<file path="src/rtl/core/tcc_pkg.sv">
// Shared types and widths for the triangle circumcircle pipeline.
package tcc_pkg;

	// Quotient bits the divider resolves; the center clamps at 2^40.
	localparam int QBITS = 41;
	// Divider numerator, denominator and remainder widths.
	localparam int NUM_W = 101;
	localparam int DEN_W = 67;
	localparam int DIV_W = DEN_W + QBITS;
	// Root bits of the square root and its remainder width.
	localparam int ROOT_W = 32;
	localparam int REM_W  = ROOT_W + 4;

	localparam logic [QBITS-1:0] QLIM = {1'b1, {(QBITS-1){1'b0}}};

	typedef struct packed {
		logic signed [31:0] p1_x;
		logic signed [31:0] p1_y;
		logic signed [31:0] p2_x;
		logic signed [31:0] p2_y;
		logic signed [31:0] p3_x;
		logic signed [31:0] p3_y;
	} tcc_in_t;

	typedef struct packed {
		logic signed [31:0] center_x;
		logic signed [31:0] center_y;
		logic [31:0]        circle_radius;
		logic               collinear;
		logic               overflowed;
	} tcc_out_t;

endpackage

</file>
<file path="src/rtl/core/tcc_outq.sv">
// Two-entry output queue that decouples the pipeline from the result port.
module tcc_outq (
	input  logic              clk,
	input  logic              arst_n,
	input  logic              push,
	input  tcc_pkg::tcc_out_t push_word,
	output logic              space,
	output logic              valid,
	input  logic              ready,
	output tcc_pkg::tcc_out_t word
);

	logic [1:0]        cnt_q;
	tcc_pkg::tcc_out_t head_q;
	tcc_pkg::tcc_out_t tail_q;
	logic              pop;

	assign pop   = valid && ready;
	assign valid = (cnt_q != 2'd0);
	assign space = (cnt_q != 2'd2);
	assign word  = head_q;

	// track fill level
	always_ff @(posedge clk or negedge arst_n) begin
		if (!arst_n) begin
			cnt_q <= 2'd0;
		end else if (push && !pop) begin
			cnt_q <= cnt_q + 2'd1;
		end else if (pop && !push) begin
			cnt_q <= cnt_q - 2'd1;
		end
	end

	// hold words; advance tail into head on a pop
	always_ff @(posedge clk) begin
		if (push && !pop) begin
			if (cnt_q == 2'd0) begin
				head_q <= push_word;
			end else begin
				tail_q <= push_word;
			end
		end else if (pop && !push) begin
			head_q <= tail_q;
		end else if (pop && push) begin
			if (cnt_q == 2'd1) begin
				head_q <= push_word;
			end else begin
				head_q <= tail_q;
				tail_q <= push_word;
			end
		end
	end

endmodule

</file>
<file path="config.mk">
export PLATFORM = sky130hd
export DESIGN_NAME = tcc_outq
export DESIGN_NICKNAME = d
export VERILOG_FILES = /design/src/rtl/core/tcc_pkg.sv /design/src/rtl/core/tcc_outq.sv
export SDC_FILE = /design/constraint.sdc
export NUM_CORES = 1
export LEC_CHECK = 0
export BUFFER_PORTS_ARGS = -buffer_cell sky130_fd_sc_hd__buf_2
export CORE_MARGIN = 2
export CORE_UTILIZATION = 49
export CTS_CLUSTER_DIAMETER = 30
export CTS_CLUSTER_SIZE = 24
export DETAILED_ROUTE_END_ITERATION = 16
export GPL_TIMING_DRIVEN = 0
export PLACE_DENSITY = 0.76
export SLEW_MARGIN = 20
export SYNTH_ARGS = -nofsm -noshare
export SYNTH_HDL_FRONTEND = slang
export SYNTH_SLANG_ARGS = --single-unit
</file>
<file path="constraint.sdc">
create_clock -name clk -period 9.5 [get_ports clk]
set_input_delay 1.9 -clock clk [delete_from_list [all_inputs] [get_ports clk]]
set_output_delay 1.9 -clock clk [all_outputs]
set_load 0.005 [all_outputs]
</file>
==> results.toml <==
[sta]
rsz0062_at_grt = "no"
hold_viol_final = 0
fin_crit_ns = 4.55
fin_crit_sh_pct = 47.9
finClkSkew_ns = 0.00998
fin_setup_tns_ns = 0
worst_pin_slew_ns = 0.592
final.setup.worst_slack_ns = 4.95
timing.fmax_ghz = 0.220
relSlewSlack_pct = 60.6
setup_viol = 0
slew_violations = 0

[route]
routed_wl_um = 22500
met1_length_um = 9550
wl_met2_um = 10700
ant_nets = 0
wl_per_cell_um = 17.9
vias = 6880
firstDrtPassIters = 5
top_layer = "met5"
initialDrtViolationCount = 546
wl_met3_um = 1670
post-route-drc-count = 0
viasPerCell = 5.48

[cells_and_area]
fin_util_pct = 61.5
area_delta_synth_final_pct = 23.3
stdcell_area_um2 = 11000
drive_above_1_share_pct = 25.2
fin_nets = 1113

[clock_tree]
clk_pin_slew_ns = 0.07
clk_latency_ns = 0.43
cts-root-buf = "clkbuf_16"
cts_made_buffers = 17
postCtsHoldBufs = 0
cts_tree = "yes"
clock_path_buffers = 2
cts_repair_resize_count = 0
htreeDepth = 4
numClockSinks = 198
postCtsSetupBuffers = 0

[floorplanning]
die_area_um2 = 19400
initial_core_util_pct = 49.9
die_x_um = 139
ios = 202
die_y_um = 139
num_rows = 49
core_um2 = 18000

[power_and_ir_drop]
p_leak_nw = 4.19
ir_drop_v = 0.000151
power_density_nw_per_um2 = 295
p_total_w = 0.00326

[synthesis]
syn_area_per_cell_um2 = 11.5
synth_seq_cells = 198
synth_area_leaders = "edfxtp_1 (66%), nand2_1 (8.3%), o211ai_1 (8.2%)"
yosys_warnings = 0
synth_cells = 778
yosysSeqAreaShare_pct = 66.2
synth.largest_area_cell = "edfxtp_1"
ys_types = 25
synth_fp_nets = 884
netlist.area_leader.share_pct = 65.7
syn_area_um2 = 8960

[worst_setup_path]
crit_fanout = 14
crit_required_ns = 9.64
slowest_stage = "a211oi_4"
arrival_ns = 4.68
start_kind = "input pin"
reg2reg_slack_ns = 6.36
endpoint_kind = "flop"
crit_top_cell = "buf_8"
rr_endpoint = "tail_q[21]"
critical_path.max_stage_delay_ns = 0.56
r2r_cells = 11
worst_r2r_startpoint = "cnt_q[1]"
crit_type = "input pin to flop"
crit_chain = "buf_2 > clkinv_1 > clkbuf_1 > clkbuf_1 > a211oi_4 > buf_8 > buf_6 > buf_8 > buf_8 > buf_8"

[hold_path]
hold_path_depth = 1
hp-start = "cnt_q[0]"
min_to = "cnt_q[0]"
hp-class = "flop to flop"

[global_routing]
grt_max_degree = 43
grt_overflow = 0
grt_pass1_vias = 6667
grt_pass1_wl_um = 35100
track_usage_pct = 23.1
antenna_found_initial = 6

[run_status]
status = "finished, final reports clean"

[placement]
io_buffer_count = 200
dpl_cell_area_um2 = 10400
dp_slack_ns = 4.48
place_congestion = 0.820
place_hpwl_um = 15400

[job]
maxCapViolCount = 0
metal layers:
layer,global-route usage (%),up-vias
met5,0,-
met2,35.4,286
met1,32.0,3296
met3,5.44,34
met4,9.68,2
li1,-,3262
worst max path at each step:
stage / cells after the start / to / slack, ns / from
2_1_floorplan: 5 / tail_q[0] / 2.34 / push
3_3_place_gp: 5 / tail_q[30] / -0.30 / push
3_5_place_dp: 10 / tail_q[30] / 4.48 / push
4_1_cts: 10 / tail_q[36] / 4.94 / push
5_1_grt: 10 / tail_q[49] / 4.75 / push
6_report: 10 / tail_q[21] / 4.95 / push
state kept, by name (all words and copies together) (netlist names):
signal	flops
cnt_q	2
word	98
tail_q	98
synth_stat cells:
cell type and number:
clkinv_1 1, or3b_1 1, a21oi_2 1, edfxtp_1 196, a211oi_1 1, buf_6 2, nand3b_1 1, nand2b_1 1
nor3b_1 1, a21oi_1 1, mux2i_1 1, buf_1 3, nand2_1 198, o21ai_0 98, dfrtp_1 2, o211ai_1 98
a32oi_1 1, nor2b_1 99, buf_2 11, nor2_1 2, ha_1 4, inv_1 4, a22o_1 1, clkbuf_1 49
xnor2_1 1
cell usage in the layout (no fill, tap or decap), types with 6 or more instances in the layout:
master	count
clkbuf_16	17
clkbuf_1	49
nor2b_1	99
diode_2	6
buf_6	6
o21ai_0	98
o211ai_1	98
nand2_1	197
buf_2	211
edfxtp_1	196
cell families (layout without fill, tap and decap cells):
logic type	Yosys count	count (layout)	share of synthesized area (%)
other cells	0	6	0
mux	1	1	0.112
simple gates	303	303	15.6
fa+ha+maj	4	4	0.559
xor+xnor	1	1	0.0978
buf+inv	70	312	3.25
compound gates	201	201	14.1
flops	198	198	66.2
where the power goes:
group / switching, W / internal (W)
logic: 0.000659 / 0.000407
clock network: 0.000336 / 0.000422
registers: 0.0000800 / 0.00136
worst max-delay path, delay by kind of cell:
kind / cells / cell delay [ns]
AO/OA/AOI/OAI: 1 / 0.56
buffers and inverters: 9 / 2.21
area by class of cell:
| class | instances | area [µm²] |
|---|---|---|
| diodes | 6 | 15.0 |
| plain buffers | 65 | 273 |
| clock buffers | 17 | 425 |
| clock inverters | 15 | 191 |
| fillers | 1466 | 6920 |
| inverters | 5 | 18.8 |
| multi-input cells | 510 | 2750 |
| flip-flops and latches | 198 | 5940 |
| well taps | 229 | 287 |
| repair buffers | 210 | 1150 |
per-stage QoR:
| stage | hold slack, ns | cells |
|---|---|---|
| after floorplan | 0.473 | 778 |
| after global placement | 0.495 | 1207 |
| after detailed placement | 0.499 | 1217 |
| after CTS | 0.513 | 1249 |
| after global routing | 0.542 | 1251 |
| final | 0.505 | 1255 |
Power figures use the tool's default switching activity.
