### config.mk
export PLATFORM = sky130hd
export DESIGN_NAME = tcc_sqrt
export DESIGN_NICKNAME = d
export VERILOG_FILES = /design/src/rtl/core/tcc_pkg.sv /design/src/rtl/core/tcc_sqrt.sv
export SDC_FILE = /design/constraint.sdc
export NUM_CORES = 2
export LEC_CHECK = 0
export BUFFER_PORTS_ARGS = -buffer_cell sky130_fd_sc_hd__buf_2
export CORE_MARGIN = 5
export CORE_UTILIZATION = 65
export CTS_BUF_LIST = sky130_fd_sc_hd__clkbuf_4 sky130_fd_sc_hd__clkbuf_8
export CTS_CLUSTER_SIZE = 28
export DETAILED_ROUTE_END_ITERATION = 10
export PLACE_DENSITY = 0.84
export SETUP_SLACK_MARGIN = 0.2
export SKIP_CTS_REPAIR_TIMING = 1
export SLEW_MARGIN = 20
export SYNTH_ARGS = -nofsm -noshare
export SYNTH_HDL_FRONTEND = slang
export SYNTH_MEMORY_MAX_BITS = 65536
export SYNTH_SLANG_ARGS = --single-unit
### constraint.sdc
create_clock -name clk -period 6.46 [get_ports clk]
set_input_delay 0.646 -clock clk [delete_from_list [all_inputs] [get_ports clk]]
set_output_delay 0.646 -clock clk [all_outputs]
set_load 0.02 [all_outputs]
### src/rtl/core/tcc_pkg.sv
// Shared types and widths for the triangle circumcircle pipeline.
package tcc_pkg;

	// Quotient bits the divider resolves; the center clamps at 2^40.
	localparam int QBITS = 41;
	// Divider numerator, denominator and remainder widths.
	localparam int NUM_W = 101;
	localparam int DEN_W = 67;
	localparam int DIV_W = DEN_W + QBITS;
	// Root bits of the square root and its remainder width.
	localparam int ROOT_W = 32;
	localparam int REM_W  = ROOT_W + 4;

	localparam logic [QBITS-1:0] QLIM = {1'b1, {(QBITS-1){1'b0}}};

	typedef struct packed {
		logic signed [31:0] p1_x;
		logic signed [31:0] p1_y;
		logic signed [31:0] p2_x;
		logic signed [31:0] p2_y;
		logic signed [31:0] p3_x;
		logic signed [31:0] p3_y;
	} tcc_in_t;

	typedef struct packed {
		logic signed [31:0] center_x;
		logic signed [31:0] center_y;
		logic [31:0]        circle_radius;
		logic               collinear;
		logic               overflowed;
	} tcc_out_t;

endpackage

### src/rtl/core/tcc_sqrt.sv
// Pipelined digit-by-digit integer square root, one root bit per stage.
module tcc_sqrt (
	input  logic                           clk,
	input  logic                           en,
	input  logic [2*tcc_pkg::ROOT_W-1:0]   sq,
	output logic [tcc_pkg::ROOT_W-1:0]     root,
	output logic [tcc_pkg::REM_W-1:0]      rem
);

	localparam int RB = tcc_pkg::ROOT_W;
	localparam int RW = tcc_pkg::REM_W;
	localparam int SW = 2 * RB;

	logic [RW-1:0] rem_s  [0:RB-1];
	logic [RB-1:0] root_s [0:RB-1];
	logic [SW-1:0] sq_s   [0:RB-1];

	genvar k;
	generate
		for (k = 0; k < RB; k++) begin : g_stage
			logic [RW-1:0] rin;
			logic [RB-1:0] tin;
			logic [SW-1:0] sin;
			logic [RW-1:0] cur;
			logic [RW-1:0] trial;

			if (k == 0) begin : g_first
				assign rin = '0;
				assign tin = '0;
				assign sin = sq;
			end else begin : g_rest
				assign rin = rem_s[k-1];
				assign tin = root_s[k-1];
				assign sin = sq_s[k-1];
			end

			// bring down the next two radicand bits, try 4*root+1
			assign cur   = {rin[RW-3:0], sin[SW-1:SW-2]};
			assign trial = RW'({tin, 2'b01});

			always_ff @(posedge clk) begin
				if (en) begin
					sq_s[k] <= {sin[SW-3:0], 2'b00};
					if (cur >= trial) begin
						rem_s[k]  <= cur - trial;
						root_s[k] <= {tin[RB-2:0], 1'b1};
					end else begin
						rem_s[k]  <= cur;
						root_s[k] <= {tin[RB-2:0], 1'b0};
					end
				end
			end
		end
	endgenerate

	assign root = root_s[RB-1];
	assign rem  = rem_s[RB-1];

endmodule

==> summary.txt <==
Critical path
  – Buffering stage count on the worst path with inverters included: 1
  – Cell type group with the largest total delay on the critical path: compound AO/OA/AOI/OAI gates
  – RR Endpoint: rem_s[1][551]$_DFFE_PP_
  – Worst-case register-to-register setup slack: 1.49 ns
  – CP startpoint: rem_s[1][518]$_DFFE_PP_
  – Chain of cells forming the critical path: ha_1, nand4_1, nor4_1, o31ai_1, a41oi_1, o22ai_1, o311ai_0, o21a_1, a211o_1, a31oi_4, buf_4, mux2_2
  – Worst r2r path cells: 12
  – Critical path depth: 12
  – Crit Reg-Reg Startpoint: rem_s[1][518]$_DFFE_PP_
  – Largest stage delay on the critical path: 0.93 ns
  – Critical path endpoint: rem_s[1][551]$_DFFE_PP_
  – Setup CP Type: reg -> reg
  – Data arrival, critical path: 5.74 ns
  – Max stage delay cell, worst path: sky130_fd_sc_hd__nor4_1
  – CP startpoint kind: register
  – Setup crit end kind: register
  – Largest fanout on the critical path: 66
  – CP required: 7.23 ns

STA
  – Max_slew headroom: 0.2820
  – Part of the cycle the worst path needs: 0.7695
  – Tightest hold margin: 0.2773 ns
  – Worst slew pin tran: 1.077 ns
  – Achievable frequency: 201.2 MHz
  – Total of endpoints with negative setup slack in the final report: 0
  – Setup_tns: 0 ns
  – Final hold violation count: 0
  – Worst-case clock skew: 0.06062 ns
  – Max-slew violation count: 0
  – Clock period minus final worst setup slack: 4.971 ns
  – Unrepaired setup endpoints after global routing: false

Drt
  – Remaining antenna violation count: 0
  – Number of DRC markers after the initial detailed-route iteration: 6,257
  – Via density: 5.903
  – WL per Instance: 19.68 um
  – Detailed-route via count: 73,320
  – Sum of routed wire length over all layers: 244,500 um
  – Remaining routing DRC violations: 0
  – Length of the first detailed-routing pass in iterations: 7

Logic synthesis
  – Flip-flop and latch count after synthesis: 2,559
  – Synthesized net count: 9,879
  – Total number of yosys warnings: 0
  – Register area share after synthesis: 0.6461
  – Post-Syn Area: 0.1189 mm^2
  – Most repeated cell in the gate-level netlist after synthesis: sky130_fd_sc_hd__edfxtp_1
  – Leading register cell type out of synthesis: sky130_fd_sc_hd__edfxtp_1
  – Ranking of synthesized cells by area: sky130_fd_sc_hd__edfxtp_1 (65%), sky130_fd_sc_hd__ha_1 (5.9%), sky130_fd_sc_hd__xor2_1 (3.4%), sky130_fd_sc_hd__xnor2_1 (3.0%), sky130_fd_sc_hd__o21ai_0 (2.5%)
  – Share of Yosys cell area claimed by the top area cell type: 0.6459
  – Synth top cells by count: sky130_fd_sc_hd__edfxtp_1 (2,558), sky130_fd_sc_hd__nand2_1 (750), sky130_fd_sc_hd__inv_1 (712)
  – Library cell with the largest summed area after synthesis: sky130_fd_sc_hd__edfxtp_1
  – Number of instances in the synthesized netlist: 9,248
  – Number of enable flip-flop cells after synthesis: 2,558
  – Share of flip-flops with an asynchronous set or reset after synthesis: 0
  – Post-synth cell types: 84
  – Syn_area_per_cell: 12.86 um^2

Global routing
  – Wire length of the first global-routing pass: 383,300 um
  – Vias in the first global route: 72,210
  – Largest net degree at the start of global routing: 161
  – All-layer global routing usage: 0.2504
  – Antenna violations before repair: 4
  – Global-route congestion overflow total: 0

Layout
  – Area delta synth->final: 10.26%
  – Sequential Area: 0.07683 mm^2
  – Number of fill cells in the layout: 11,760
  – Fraction of layout cells with a size suffix above 1: 0.09677
  – Multi-input logic area: 0.03875 mm^2
  – Final net count: 10,350

Placement
  – Port bufs: 133
  – Weighted congestion reported at the end of routability-driven placement: 0.9321
  – HPWL after detailed placement: 173,200 um

Power
  – Combinational share of power: 0.219
  – Final total power: 46.58 mW
  – Total power per unit cell area: 355.3 mW/mm^2
  – Share of power burned in the clock network: 0.293
  – Sw Ratio: 0.2922
  – Worst voltage drop across the vdd grid: 0.2900 mV
  – Cell internal power dissipation: 32.97 mW
  – Leak pwr: 50.50 nW
  – Psw: 13.61 mW
  – Sequential share of power: 0.488

Floorplanning
  – Core region area: 0.1825 mm^2
  – Initial core utilization: 0.6517
  – Die boundary width: 437.7 um
  – Vert. Die Dim: 437.7 um
  – Cell row count: 157
  – Die Footprint: 0.1916 mm^2
  – Num ports: 134

Min path
  – Class of the worst hold path: in -> reg
  – Worst hold path cell count: 2

Clock tree
  – Number of buffers created by CTS: 410
  – TritonCTS clock tree: done
  – Count of H-tree levels built during CTS: 5
  – Clock Path Buffers: 4
  – Clk Latency, worst-skew pair: 1.06 ns
  – Clock-pin transition on the worst setup and hold timing paths: 0.06 ns
  – CTS root buf: sky130_fd_sc_hd__clkbuf_8
  – Clock net sink count: 2,559

Job
  – Maximum capacitance violations: 0

Outcome
  – Outcome: completed
## layout by cell type (no fill, tap or decap), types with 57 or more instances in the layout
master | Yosys | routed
sky130_fd_sc_hd__clkinv_2 | 0 | 59
sky130_fd_sc_hd__o21ai_0 | 586 | 586
sky130_fd_sc_hd__buf_2 | 9 | 132
sky130_fd_sc_hd__edfxtp_1 | 2558 | 2558
sky130_fd_sc_hd__buf_4 | 0 | 57
sky130_fd_sc_hd__a21oi_1 | 515 | 510
sky130_fd_sc_hd__nand2_1 | 750 | 750
sky130_fd_sc_hd__xor2_1 | 457 | 457
sky130_fd_sc_hd__nor2b_1 | 70 | 70
sky130_fd_sc_hd__clkinv_1 | 2 | 102
sky130_fd_sc_hd__nand3_1 | 153 | 153
sky130_fd_sc_hd__inv_1 | 712 | 712
sky130_fd_sc_hd__clkbuf_4 | 0 | 108
sky130_fd_sc_hd__or3_1 | 99 | 99
sky130_fd_sc_hd__a21o_1 | 257 | 257
sky130_fd_sc_hd__xnor2_1 | 407 | 407
sky130_fd_sc_hd__o21a_1 | 103 | 103
sky130_fd_sc_hd__nand4_1 | 84 | 84
sky130_fd_sc_hd__mux2_2 | 60 | 60
sky130_fd_sc_hd__dlygate4sd3_1 | 0 | 65
sky130_fd_sc_hd__nor2_1 | 491 | 491
sky130_fd_sc_hd__nor3_1 | 246 | 243
sky130_fd_sc_hd__clkbuf_8 | 0 | 424
sky130_fd_sc_hd__nand2b_1 | 117 | 117
sky130_fd_sc_hd__ha_1 | 565 | 565
sky130_fd_sc_hd__nor4_1 | 122 | 121
## per-stage QoR
stage / worst slack, ns / instance area (um^2) / std cells / utilization
after CTS: 1.703 / 130500 / 12350 / 0.7149
after global placement: 1.816 / 122400 / 11630 / 0.6709
after global routing: 1.211 / 131100 / 12420 / 0.7185
final: 1.489 / 131100 / 12420 / 0.7185
after detailed placement: 1.734 / 122400 / 11630 / 0.6709
after floorplan: 2.416 / 118900 / 9248 / -
## cell families (layout without fill, tap and decap cells)
group           count (synthesis)  after routing  share of synthesized area
flops                        2559           2559                     0.6461
simple gates                 2447           2447                     0.1012
compound gates               1826           1826                    0.09380
buf+inv                       912           1698                    0.02894
xor+xnor                      864            864                    0.06363
fa+ha+maj                     565            565                    0.05944
mux                            75             75                   0.006944
other cells                     0              3                          0
## worst min path at each step
stage,endpoint,from
6_report,sq_s[0][53]$_DFFE_PP_,sq[53]
5_1_grt,sq_s[0][55]$_DFFE_PP_,sq[55]
3_3_place_gp,sq_s[0][779]$_DFFE_PP_,sq_s[0][715]$_DFFE_PP_
3_5_place_dp,sq_s[0][122]$_DFFE_PP_,sq_s[0][58]$_DFFE_PP_
2_1_floorplan,sq_s[0][100]$_DFFE_PP_,sq_s[0][36]$_DFFE_PP_
4_1_cts,sq_s[0][53]$_DFFE_PP_,sq[53]
## sequential cells by signal (all words and copies together), names as in the netlist
signal / flops
sq_s: 992
root_s: 528
rem_s: 1039
## power groups by stage
stage,combinational [mW],sequential (mW),clock (mW)
floorplan,7.55,22.5,0
global placement,9.78,23.0,0
detailed placement,10.0,23.0,0
CTS,10.1,22.7,14.0
global route,11.3,22.9,14.8
finish,10.2,22.7,13.6
## layer usage
metal | global-route usage | vias up | part of all wire
met3 | 0.03529 | 624 | 0.053
li1 | - | 35040 | -
met4 | 0.1015 | 2 | 0.037
met5 | 0 | - | 0.000053
met2 | 0.4344 | 2444 | 0.51
met1 | 0.3207 | 35210 | 0.40
## final cells by class
type                    instances  area share
well taps                    2385     0.02276
inverters                     716     0.02050
multi-input cells            5777      0.2955
diodes                          3  0.00005725
clock inverters               191     0.01049
repair buffers                259     0.01403
flip-flops and latches       2559      0.5860
clock buffers                 532     0.05069
No activity file was read; power rests on OpenSTA's default activity.
